[src/hw/rtl/ethernet_ip_header_classifier_core_assert.svh]
// ----------------------------------------------------------------------------
// Assertion macros for the Ethernet/IP header classifier
// Concurrent assertion helpers that compile away in synthesis builds.
// ----------------------------------------------------------------------------
`ifndef ETHERNET_IP_HEADER_CLASSIFIER_CORE_ASSERT_SVH
`define ETHERNET_IP_HEADER_CLASSIFIER_CORE_ASSERT_SVH

`ifndef SYNTHESIS
`define EHC_ASSERT(lbl, clk, rst_n, prop) \
  lbl: assert property (@(posedge clk) disable iff (!rst_n) prop) \
    else $error("ehc assertion failed");
`define EHC_ASSERT_NEVER(lbl, clk, rst_n, cond) \
  lbl: assert property (@(posedge clk) disable iff (!rst_n) !(cond)) \
    else $error("ehc forbidden condition seen");
`else
`define EHC_ASSERT(lbl, clk, rst_n, prop)
`define EHC_ASSERT_NEVER(lbl, clk, rst_n, cond)
`endif

`endif

[src/hw/rtl/ehc_pkg.sv]
// ----------------------------------------------------------------------------
// Ethernet/IP header classifier package
// Transaction types, record type and protocol constants.
// ----------------------------------------------------------------------------
`default_nettype none

package ehc_pkg;

  localparam logic [15:0] TYPE_ARP  = 16'h0806;
  localparam logic [15:0] TYPE_IPV4 = 16'h0800;

  localparam logic [7:0] IP_PROTO_ICMP = 8'd1;
  localparam logic [7:0] IP_PROTO_TCP  = 8'd6;
  localparam logic [7:0] IP_PROTO_UDP  = 8'd17;

  localparam logic [15:0] ETH_HDR_LEN   = 16'd14;
  localparam logic [15:0] ARP_MIN_LEN   = 16'd42;
  localparam logic [15:0] IPV4_MIN_LEN  = 16'd34;
  localparam logic [6:0]  ICMP_HDR_LEN  = 7'd8;
  localparam logic [6:0]  TCP_HDR_BYTES = 7'd20;
  localparam logic [6:0]  UDP_HDR_LEN   = 7'd8;

  localparam logic [2:0] CLS_OTHER = 3'd0;
  localparam logic [2:0] CLS_ARP   = 3'd1;
  localparam logic [2:0] CLS_IPV4  = 3'd2;
  localparam logic [2:0] CLS_ICMP  = 3'd3;
  localparam logic [2:0] CLS_TCP   = 3'd4;
  localparam logic [2:0] CLS_UDP   = 3'd5;

  typedef struct packed {
    logic [7:0] data_byte;
    logic       last_byte;
  } ehc_in_t;

  typedef struct packed {
    logic [2:0]  protocol_class;
    logic [15:0] type_field;
    logic [31:0] source_address;
    logic [31:0] target_address;
    logic [7:0]  ip_proto;
    logic [7:0]  time_to_live;
    logic [15:0] source_port;
    logic [15:0] dest_port;
    logic [7:0]  tcp_flag_bits;
    logic [15:0] op_or_type_code;
    logic [15:0] frame_length;
    logic [31:0] packet_number;
  } ehc_out_t;

  typedef struct packed {
    logic [2:0]  cls;
    logic [15:0] type_field;
    logic [15:0] proto_ttl;
    logic [15:0] arp_op;
    logic [31:0] ip_src;
    logic [31:0] ip_dst;
    logic [31:0] arp_src;
    logic [31:0] arp_dst;
    logic [31:0] l4_head;
    logic [7:0]  l4_flags;
    logic [15:0] frame_len;
    logic [31:0] pkt_num;
  } ehc_rec_t;

endpackage

`default_nettype wire

[src/hw/rtl/ethernet_ip_header_classifier_core.sv]
// A frame's result record is formed and queued when its last byte is accepted.
// Throughput: one frame byte per cycle; the input stalls only while the record queue is full.
// One result per frame of 14 bytes or more while capture is on, passed through the record queue and output register.
// Reset: synchronous active-low rst_n clears all capture state, the packet count and the queue.
// After reset capture is enabled and no result transaction is pending.
// ----------------------------------------------------------------------------
// Ethernet/IP header classifier core
// Streams frame bytes, extracts header fields and emits one record per frame of 14 bytes or more while capture is on.
// ----------------------------------------------------------------------------
`default_nettype none

module ethernet_ip_header_classifier_core #(
  parameter int QUEUE_DEPTH = 4
) (
  input  wire logic             clk,
  input  wire logic             rst_n,
  input  wire logic             cfg_we,
  input  wire logic             cfg_wdata,
  input  wire logic             in_valid,
  output logic                  in_stall,
  input  wire ehc_pkg::ehc_in_t in_data,
  output logic                  out_valid,
  input  wire logic             out_stall,
  output ehc_pkg::ehc_out_t     out_data
);

  logic              q_push;
  logic              q_pop;
  logic              q_full;
  logic              q_empty;
  ehc_pkg::ehc_rec_t q_wr_rec;
  ehc_pkg::ehc_rec_t q_rd_rec;

  ehc_front u_front (
    .clk       (clk),
    .rst_n     (rst_n),
    .cfg_we    (cfg_we),
    .cfg_wdata (cfg_wdata),
    .in_valid  (in_valid),
    .in_stall  (in_stall),
    .in_data   (in_data),
    .q_full    (q_full),
    .q_push    (q_push),
    .q_rec     (q_wr_rec)
  );

  ehc_queue #(
    .DEPTH (QUEUE_DEPTH)
  ) u_queue (
    .clk    (clk),
    .rst_n  (rst_n),
    .push   (q_push),
    .wr_rec (q_wr_rec),
    .full   (q_full),
    .pop    (q_pop),
    .rd_rec (q_rd_rec),
    .empty  (q_empty)
  );

  ehc_back u_back (
    .clk       (clk),
    .rst_n     (rst_n),
    .q_empty   (q_empty),
    .q_rec     (q_rd_rec),
    .q_pop     (q_pop),
    .out_valid (out_valid),
    .out_stall (out_stall),
    .out_data  (out_data)
  );

endmodule

`default_nettype wire

[src/hw/rtl/ehc_front.sv]
// ----------------------------------------------------------------------------
// Header classifier front end
// Captures header bytes by offset and classifies the frame on its last byte.
// ----------------------------------------------------------------------------
`default_nettype none

module ehc_front (
  input  wire logic             clk,
  input  wire logic             rst_n,
  input  wire logic             cfg_we,
  input  wire logic             cfg_wdata,
  input  wire logic             in_valid,
  output logic                  in_stall,
  input  wire ehc_pkg::ehc_in_t in_data,
  input  wire logic             q_full,
  output logic                  q_push,
  output ehc_pkg::ehc_rec_t     q_rec
);

  logic        en_r;
  logic [15:0] idx_r;
  logic [31:0] pkt_r;
  logic [15:0] type_r,  type_nxt;
  logic [3:0]  hlw_r,   hlw_nxt;
  logic [15:0] pt_r,    pt_nxt;
  logic [15:0] aop_r,   aop_nxt;
  logic [31:0] isrc_r,  isrc_nxt;
  logic [31:0] idst_r,  idst_nxt;
  logic [31:0] asrc_r,  asrc_nxt;
  logic [31:0] adst_r,  adst_nxt;
  logic [31:0] l4h_r,   l4h_nxt;
  logic [7:0]  l4f_r,   l4f_nxt;

  logic        acc;
  logic [7:0]  b;
  logic [15:0] pos;
  logic [15:0] len;
  logic [3:0]  ihl;
  logic [6:0]  t0;
  logic [15:0] t;
  logic [6:0]  thr;
  logic [16:0] len_x;
  logic [2:0]  cls;

  assign in_stall = q_full;
  assign acc      = in_valid && !in_stall;
  assign b        = in_data.data_byte;
  assign pos      = idx_r;
  assign len      = (pos == 16'hFFFF) ? 16'hFFFF : pos + 16'd1;

  always_comb begin
    type_nxt = type_r;
    hlw_nxt  = hlw_r;
    pt_nxt   = pt_r;
    aop_nxt  = aop_r;
    isrc_nxt = isrc_r;
    idst_nxt = idst_r;
    asrc_nxt = asrc_r;
    adst_nxt = adst_r;
    l4h_nxt  = l4h_r;
    l4f_nxt  = l4f_r;
    if (pos == 16'd12 || pos == 16'd13) begin
      type_nxt = {type_r[7:0], b};
    end
    if (pos == 16'd14) begin
      hlw_nxt = b[3:0];
    end
    if (pos == 16'd22) begin
      pt_nxt[7:0] = b;
    end
    if (pos == 16'd23) begin
      pt_nxt[15:8] = b;
    end
    if (pos >= 16'd26 && pos <= 16'd29) begin
      isrc_nxt = {isrc_r[23:0], b};
    end
    if (pos >= 16'd30 && pos <= 16'd33) begin
      idst_nxt = {idst_r[23:0], b};
    end
    if (pos == 16'd20 || pos == 16'd21) begin
      aop_nxt = {aop_r[7:0], b};
    end
    if (pos >= 16'd28 && pos <= 16'd31) begin
      asrc_nxt = {asrc_r[23:0], b};
    end
    if (pos >= 16'd38 && pos <= 16'd41) begin
      adst_nxt = {adst_r[23:0], b};
    end
    ihl = (pos == 16'd14) ? b[3:0] : hlw_r;
    t0  = 7'(ehc_pkg::ETH_HDR_LEN) + {1'b0, ihl, 2'b00};
    t   = pos - {9'd0, t0};
    if (pos >= {9'd0, t0}) begin
      if (t <= 16'd3) begin
        l4h_nxt = {l4h_r[23:0], b};
      end
      if (t == 16'd13) begin
        l4f_nxt = b;
      end
    end
  end

  always_comb begin
    thr   = 7'(ehc_pkg::ETH_HDR_LEN) + {1'b0, hlw_nxt, 2'b00};
    len_x = {1'b0, len};
    cls   = ehc_pkg::CLS_OTHER;
    if (type_nxt == ehc_pkg::TYPE_ARP && len >= ehc_pkg::ARP_MIN_LEN) begin
      cls = ehc_pkg::CLS_ARP;
    end else if (type_nxt == ehc_pkg::TYPE_IPV4 && len >= ehc_pkg::IPV4_MIN_LEN) begin
      cls = ehc_pkg::CLS_IPV4;
      if (pt_nxt[15:8] == ehc_pkg::IP_PROTO_ICMP &&
          len_x >= 17'(thr) + 17'(ehc_pkg::ICMP_HDR_LEN)) begin
        cls = ehc_pkg::CLS_ICMP;
      end else if (pt_nxt[15:8] == ehc_pkg::IP_PROTO_TCP &&
                   len_x >= 17'(thr) + 17'(ehc_pkg::TCP_HDR_BYTES)) begin
        cls = ehc_pkg::CLS_TCP;
      end else if (pt_nxt[15:8] == ehc_pkg::IP_PROTO_UDP &&
                   len_x >= 17'(thr) + 17'(ehc_pkg::UDP_HDR_LEN)) begin
        cls = ehc_pkg::CLS_UDP;
      end
    end
  end

  assign q_push = acc && in_data.last_byte && en_r && (len >= ehc_pkg::ETH_HDR_LEN);

  always_comb begin
    q_rec.cls        = cls;
    q_rec.type_field = type_nxt;
    q_rec.proto_ttl  = pt_nxt;
    q_rec.arp_op     = aop_nxt;
    q_rec.ip_src     = isrc_nxt;
    q_rec.ip_dst     = idst_nxt;
    q_rec.arp_src    = asrc_nxt;
    q_rec.arp_dst    = adst_nxt;
    q_rec.l4_head    = l4h_nxt;
    q_rec.l4_flags   = l4f_nxt;
    q_rec.frame_len  = len;
    q_rec.pkt_num    = pkt_r + 32'd1;
  end

  always_ff @(posedge clk) begin
    if (!rst_n) begin
      en_r   <= 1'b1;
      idx_r  <= '0;
      pkt_r  <= '0;
      type_r <= '0;
      hlw_r  <= '0;
      pt_r   <= '0;
      aop_r  <= '0;
      isrc_r <= '0;
      idst_r <= '0;
      asrc_r <= '0;
      adst_r <= '0;
      l4h_r  <= '0;
      l4f_r  <= '0;
    end else begin
      if (cfg_we) begin
        en_r <= cfg_wdata;
      end
      if (acc) begin
        if (in_data.last_byte) begin
          if (en_r) begin
            pkt_r <= pkt_r + 32'd1;
          end
          idx_r  <= '0;
          type_r <= '0;
          hlw_r  <= '0;
          pt_r   <= '0;
          aop_r  <= '0;
          isrc_r <= '0;
          idst_r <= '0;
          asrc_r <= '0;
          adst_r <= '0;
          l4h_r  <= '0;
          l4f_r  <= '0;
        end else begin
          idx_r  <= len;
          type_r <= type_nxt;
          hlw_r  <= hlw_nxt;
          pt_r   <= pt_nxt;
          aop_r  <= aop_nxt;
          isrc_r <= isrc_nxt;
          idst_r <= idst_nxt;
          asrc_r <= asrc_nxt;
          adst_r <= adst_nxt;
          l4h_r  <= l4h_nxt;
          l4f_r  <= l4f_nxt;
        end
      end
    end
  end

endmodule

`default_nettype wire

[src/hw/rtl/ehc_queue.sv]
// ----------------------------------------------------------------------------
// Header classifier record queue
// Small FIFO of classified records between the front end and the back end.
// ----------------------------------------------------------------------------
`default_nettype none
`include "ethernet_ip_header_classifier_core_assert.svh"

module ehc_queue #(
  parameter int DEPTH = 4
) (
  input  wire logic              clk,
  input  wire logic              rst_n,
  input  wire logic              push,
  input  wire ehc_pkg::ehc_rec_t wr_rec,
  output logic                   full,
  input  wire logic              pop,
  output ehc_pkg::ehc_rec_t      rd_rec,
  output logic                   empty
);

  localparam int PTR_W = $clog2(DEPTH);
  localparam int CNT_W = $clog2(DEPTH + 1);

  ehc_pkg::ehc_rec_t slot_r [DEPTH];
  logic [PTR_W-1:0]  wr_ptr_r;
  logic [PTR_W-1:0]  rd_ptr_r;
  logic [CNT_W-1:0]  cnt_r;

  assign full   = (cnt_r == CNT_W'(DEPTH));
  assign empty  = (cnt_r == '0);
  assign rd_rec = slot_r[rd_ptr_r];

  always_ff @(posedge clk) begin
    if (push) begin
      slot_r[wr_ptr_r] <= wr_rec;
    end
  end

  always_ff @(posedge clk) begin
    if (!rst_n) begin
      wr_ptr_r <= '0;
      rd_ptr_r <= '0;
      cnt_r    <= '0;
    end else begin
      if (push) begin
        wr_ptr_r <= (wr_ptr_r == PTR_W'(DEPTH - 1)) ? '0 : wr_ptr_r + PTR_W'(1);
      end
      if (pop) begin
        rd_ptr_r <= (rd_ptr_r == PTR_W'(DEPTH - 1)) ? '0 : rd_ptr_r + PTR_W'(1);
      end
      cnt_r <= cnt_r + CNT_W'(push) - CNT_W'(pop);
    end
  end

  `EHC_ASSERT_NEVER(a_no_overflow, clk, rst_n, push && full)
  `EHC_ASSERT_NEVER(a_no_underflow, clk, rst_n, pop && empty)
  `EHC_ASSERT(a_count_range, clk, rst_n, cnt_r <= CNT_W'(DEPTH))

endmodule

`default_nettype wire

[src/hw/rtl/ehc_back.sv]
// ----------------------------------------------------------------------------
// Header classifier back end
// Selects the result fields for each record's class and holds the output.
// ----------------------------------------------------------------------------
`default_nettype none

module ehc_back (
  input  wire logic              clk,
  input  wire logic              rst_n,
  input  wire logic              q_empty,
  input  wire ehc_pkg::ehc_rec_t q_rec,
  output logic                   q_pop,
  output logic                   out_valid,
  input  wire logic              out_stall,
  output ehc_pkg::ehc_out_t      out_data
);

  logic              out_valid_r;
  ehc_pkg::ehc_out_t out_data_r;
  ehc_pkg::ehc_out_t res_nxt;
  logic              load;

  assign load      = !out_valid_r || !out_stall;
  assign q_pop     = load && !q_empty;
  assign out_valid = out_valid_r;
  assign out_data  = out_data_r;

  always_comb begin
    res_nxt                = '0;
    res_nxt.protocol_class = q_rec.cls;
    res_nxt.type_field     = q_rec.type_field;
    res_nxt.frame_length   = q_rec.frame_len;
    res_nxt.packet_number  = q_rec.pkt_num;
    case (q_rec.cls)
      ehc_pkg::CLS_OTHER: begin
      end
      ehc_pkg::CLS_ARP: begin
        res_nxt.source_address  = q_rec.arp_src;
        res_nxt.target_address  = q_rec.arp_dst;
        res_nxt.op_or_type_code = q_rec.arp_op;
      end
      ehc_pkg::CLS_IPV4, ehc_pkg::CLS_ICMP, ehc_pkg::CLS_TCP, ehc_pkg::CLS_UDP: begin
        res_nxt.source_address = q_rec.ip_src;
        res_nxt.target_address = q_rec.ip_dst;
        res_nxt.ip_proto       = q_rec.proto_ttl[15:8];
        res_nxt.time_to_live   = q_rec.proto_ttl[7:0];
        if (q_rec.cls == ehc_pkg::CLS_ICMP) begin
          res_nxt.op_or_type_code = q_rec.l4_head[31:16];
        end
        if (q_rec.cls == ehc_pkg::CLS_TCP || q_rec.cls == ehc_pkg::CLS_UDP) begin
          res_nxt.source_port = q_rec.l4_head[31:16];
          res_nxt.dest_port   = q_rec.l4_head[15:0];
        end
        if (q_rec.cls == ehc_pkg::CLS_TCP) begin
          res_nxt.tcp_flag_bits = q_rec.l4_flags;
        end
      end
      default: begin
      end
    endcase
  end

  always_ff @(posedge clk) begin
    if (!rst_n) begin
      out_valid_r <= 1'b0;
    end else if (load) begin
      out_valid_r <= !q_empty;
    end
  end

  always_ff @(posedge clk) begin
    if (q_pop) begin
      out_data_r <= res_nxt;
    end
  end

endmodule

`default_nettype wire

[config.mk]
export PLATFORM = sky130hd
export DESIGN_NAME = ethernet_ip_header_classifier_core
export DESIGN_NICKNAME = d
export VERILOG_FILES = /design/src/hw/rtl/ehc_pkg.sv /design/src/hw/rtl/ethernet_ip_header_classifier_core.sv /design/src/hw/rtl/ehc_front.sv /design/src/hw/rtl/ehc_queue.sv /design/src/hw/rtl/ehc_back.sv
export VERILOG_INCLUDE_DIRS = /design/src /design/src/hw/rtl
export SDC_FILE = /design/constraint.sdc
export NUM_CORES = 2
export LEC_CHECK = 0
export BUFFER_PORTS_ARGS = -buffer_cell sky130_fd_sc_hd__clkbuf_2
export CAP_MARGIN = 30
export CORE_UTILIZATION = 57
export CTS_BUF_LIST = sky130_fd_sc_hd__clkbuf_4
export CTS_CLUSTER_DIAMETER = 60
export DETAILED_ROUTE_END_ITERATION = 8
export PLACE_DENSITY = 0.78
export SYNTH_ARGS = -nofsm -noshare
export SYNTH_HDL_FRONTEND = slang
export SYNTH_SLANG_ARGS = --single-unit
[constraint.sdc]
create_clock -name clk -period 19 [get_ports clk]
set_input_delay 1.9 -clock clk [delete_from_list [all_inputs] [get_ports clk]]
set_output_delay 1.9 -clock clk [all_outputs]
set_load 0.1 [all_outputs]
Word-level counts from Yosys, hierarchy flattened
Memory sizes are Yosys's and may differ from the RTL's. A register that Yosys moved wholly into a read port is not among the register bits.
Index checks and enable logic that the tools add are counted.

operators by class
  add/subtract/negate cells = 10
  muxes and demuxes = 39
  reductions and logical operators = 27
  magnitude comparators = 15
  eq/ne operators = 22

operator list
  kind                   count
  $mux 32                11
  $mux 16                8
  $pmux 64 s2            1
  $eq 16x4->1 const B    4
  $eq 16x5->1 const B    4
  $ge 16x5->1 const B    3
  $ge 16x6->1 const B    3
  $mux 8                 5
  $ge 16x17->1           2
  $add 32x1->32 const B  1
  $eq 16x12->1 const B   2
  $le 16x5->1 const B    2
  $le 16x6->1 const B    2
  $pmux 16 s2            1
  $add 16x1->16 const B  1
  $eq 16x16->1 const B   1
  $ge 16x4->1 const B    1
  $ge 16x7->1            1
  $le 16x2->1 const B    1
  $sub 16x7->16          1
  $mux 3                 5
  $logic_and 1x1->1      14
  $eq 3x3->1 const B     3
  $add 7x4->8 const B    1
  20 further kinds       35

storage, ports and cells
  RAM bits = 1068
  memories kept = 1
  register bits = 480
  output and inout bits = 205

memories
  name            depth  width  rd ports  clocked after memory_dff  wr ports  RTL line         RTL
  u_queue.slot_r  4      267    1         1                         1         ehc_queue.sv:24  ehc_pkg::ehc_rec_t slot_r [DEPTH];

Longest topological paths before layout
  depth after elaboration = 11
  mapped depth = 19
  mapped depth without buffers = 17

Modules after synthesis
A second synthesis with hierarchy kept.

unflattened totals
  cell total of the unflattened synthesis = 3636
  area total of the unflattened synthesis = 63176.8 um2

by module, submodules not included
  module     instances  cells an instance  area each (um2)
  ehc_queue  1          1439               39470.4
  ehc_front  1          1655               14913.1
  ehc_back   1          542                8793.4

Worst setup path before layout
Ideal clock, no wire load.

  kind = input port to flip-flop
  start = input out_stall
  end = register u_queue.cnt_r[2]
  slack = 4.727 ns
  library setup time = 0.128 ns
  path buffers = 0
  arrival = 14.146 ns
  stages = 9
  path through = a21oi_1 -> ha_1 -> inv_1 -> ha_1 -> inv_1 -> fa_1 -> xor2_1 -> xnor2_1 -> nor2_1

on the way
  word-level cells in the longest chain between the ends = 4

ends and longest elaborated chain
  element               RTL line                                  RTL
  from (decl)           ethernet_ip_header_classifier_core.sv:23  input wire logic out_stall,
  $logic_not 1->1       ehc_back.sv:23                            assign load = !out_valid_r || !out_stall;
  $logic_or 1x1->1      ehc_back.sv:23
  $logic_and 1x1->1     ehc_back.sv:24                            assign q_pop = load && !q_empty;
  $sub 3x1->3           ehc_queue.sv:51                           cnt_r <= cnt_r + CNT_W'(push) - CNT_W'(pop);
  to (signal assigned)  ehc_queue.sv:51
  to (decl)             ehc_queue.sv:27                           logic [CNT_W-1:0] cnt_r;

Every way passes these cells.
A chain may end at the register's enable or synchronous reset.

==> run metrics <==
most common cell in the synthesized netlist=edfxtp_1; TritonCTS clock tree=yes; Worst EP required=19.75 ns; GRT Util Overall=0.242; Main synth FF type=edfxtp_1; Hold Path Class=flip-flop to flip-flop; YS warnings=0; Buf/Inv on CP=3; Distinct cells, synth=67; DIE AREA=0.107 mm²; final net count=3932; worst r2r path cells=10; Crit. path cell count=10; Power Density=94.5 mW/mm²; clock transition at the registers of the reported paths=0.07 ns; Fin. Hold Viols=0; drt first pass iters=7; Detailed Route WL=130000 µm; syn_area_per_cell=17.7 µm²; Initial Util=0.575; Post-synth top cells=edfxtp_1 (1271), dfxtp_1 (279), nor2_1 (276), mux4_2 (267), mux2_2 (216); share of flip-flops with an asynchronous set or reset=0; part of the power in combinational logic=0.008; P_sw=1.33 mW; root buffer cell=clkbuf_4; Synth Cell Area=0.0604 mm²; cts bufs inserted=391; post-route minimum period=6.76 ns; setup violators final=0; die height=328 µm; CP cell instances=ha_1 > nand3_1 > nor4_1 > nand2_1 > nand2_1 > o41a_1 > and2_4 > buf_4 > buf_4 > buf_4; EDFF count, synth=1271; clock network power share=0.431; Vias per Instance=5.96; CP endpoint kind=flip-flop; # hold bufs at CTS=0; Detailed Place HPWL=73700 µm; cts repair resizes=0; Slowest cell on crit path=buf_4; clk_lat worst skew=1.27 ns; Avg WL per Cell=23.2 µm; postcts setup bufs=0; fin. max-slew vios=0; crit-path max FO=60; post-synth top area share=0.632; initial antenna violation count=6; I/O pin count=220; DR iter-0 viols=2808; net count after synthesis=3467; vias in the first global route=33700; Area growth syn-to-layout=13.2%; Final ANT Viol Nets=0; largest area contributor in the netlist=edfxtp_1; total of max-cap violations=0; sequential share of the synthesized area=0.724; DRC violation count after routing=0; relative max-transition margin=0.160; Clock Sinks=1550; Final Cell Area=0.0684 mm²; Post-Synthesis Cells=3418; FF+latch count, synth=1550; sequential share of power=0.560; Final period util=0.356; status=complete, no violations; maximum vdd drop=0.0522 mV; Leakage=23.9 nW; Worst-Margin Slew=1.26 ns; Final GP Congestion=0.871; CP peak stage delay=0.83 ns; synth top area cells=edfxtp_1 (63%), mux4_2 (10%), dfxtp_1 (9.2%), mux2_2 (4.0%), a22oi_1 (2.4%); arrival time of the worst setup path=7.51 ns; core area=0.105 mm²; largest net degree at the start of global routing=194; Switching Fraction=0.206; share of layout cells above drive strength 1=0.340; Hold Path Cell Cnt=2; port bufs=219; Setup TNS Final=0 ns; Die Width=328 µm; H-tree Lvls=5; CP most frequent cell=buf_4; CTS Buffer Depth=4; RSZ-0062 raised after global routing=no; delay-heaviest family, CP=simple AND/OR/NAND/NOR gates; Site Rows=119; cell internal pwr=5.13 mW; CP Class=flip-flop to flip-flop; Max Clock Freq=148 MHz; Remaining Overflow, GRT=0; skew final=0.131 ns; Placed Area=0.0633 mm²; vias=33300; crit start category=flip-flop; wire length of the first global-routing pass=195000 µm
[layout make-up]
type | instances | area (µm²)
antenna | 7 | 17.5
tap | 1391 | 1740
clock inverter | 107 | 591
sequential | 1550 | 43800
multi-input combinational | 1626 | 15800
timing repair buffer | 286 | 1870
clock buffer | 594 | 4460
fill | 7103 | 36700
inverter | 28 | 113
[power groups by stage]
stage / sequential [mW] / combinational [mW] / clock (mW)
global route: 3.62 / 0.0571 / 3.02
detailed placement: 3.70 / 0.0533 / 0
CTS: 3.62 / 0.0534 / 2.86
floorplan: 3.70 / 0.0284 / 0
finish: 3.62 / 0.0549 / 2.79
global placement: 3.70 / 0.0516 / 0
[flip-flops by register name, summed over array words and instances, names as in the netlist, 4 cells and up, named ones only]
name / count
u_queue.slot_r: 1068
u_back.out_data: 203
u_front.adst_r: 32
u_front.asrc_r: 32
u_front.idst_r: 32
u_front.isrc_r: 32
u_front.l4h_r: 32
u_front.pkt_r: 32
u_front.aop_r: 16
u_front.idx_r: 16
u_front.pt_r: 16
u_front.type_r: 16
u_front.l4f_r: 8
u_front.hlw_r: 4
[worst paths after layout]
path | from | endpoint | slack [ns]
worst min-delay path | u_front.l4h_r[24] | u_front.l4h_r[24] | 0.47
worst max register to register | u_front.idx_r[1] | u_queue.slot_r[1][123] | 12.24
worst max-delay path | u_front.idx_r[1] | u_queue.slot_r[1][123] | 12.24
worst min register to register | u_front.l4h_r[24] | u_front.l4h_r[24] | 0.47
[cell usage in the layout (no fill, tap or decap), drive strengths merged, types with 33 or more instances in the layout]
cell,count
edfxtp,1271
nor2,276
clkbuf,813
mux2,216
nand2,102
nor2b,57
buf,67
clkinv,94
a22o,64
xor2,39
mux4,267
a21oi,36
dfxtp,279
o2bb2ai,33
a22oi,193
[cells by family (layout without fill, tap and decap cells)]
logic type | Yosys count | after routing | synth area share
flops | 1550 | 1550 | 0.724
simple gates | 606 | 606 | 0.0489
mux | 510 | 510 | 0.144
compound gates | 409 | 409 | 0.0502
buf+inv | 242 | 1015 | 0.0153
xor+xnor | 67 | 67 | 0.00984
fa+ha+maj | 34 | 34 | 0.00729
other cells | 0 | 7 | 0
[worst min-delay path: cells and delay by family (launching register included)]
kind,cells,cell delay [ns]
flops,1,0.31
compound gates,1,0.06
simple gates,1,0.05
[routing by layer]
| layer | vias to the layer above | global-route usage | share of wire |
|---|---|---|---|
| met4 | 2 | 0.101 | 0.027 |
| met1 | 16900 | 0.322 | 0.41 |
| met2 | 1367 | 0.387 | 0.49 |
| li1 | 14800 | - | - |
| met3 | 226 | 0.0547 | 0.071 |
| met5 | - | 0 | 0.00010 |
[through the flow]
stage	utilization	hold slack, ns	worst slack (ns)	total power [mW]	instances
floorplan	-	0.439	4.73	3.72	3418
global placement	0.599	0.450	11.82	3.75	4866
detailed placement	0.602	0.456	11.79	3.75	4879
CTS	0.650	0.461	12.25	6.53	5580
global route	0.651	0.498	11.75	6.70	5589
finish	0.651	0.467	12.24	6.47	5589
Note: power is estimated with default switching activity, not from simulation.
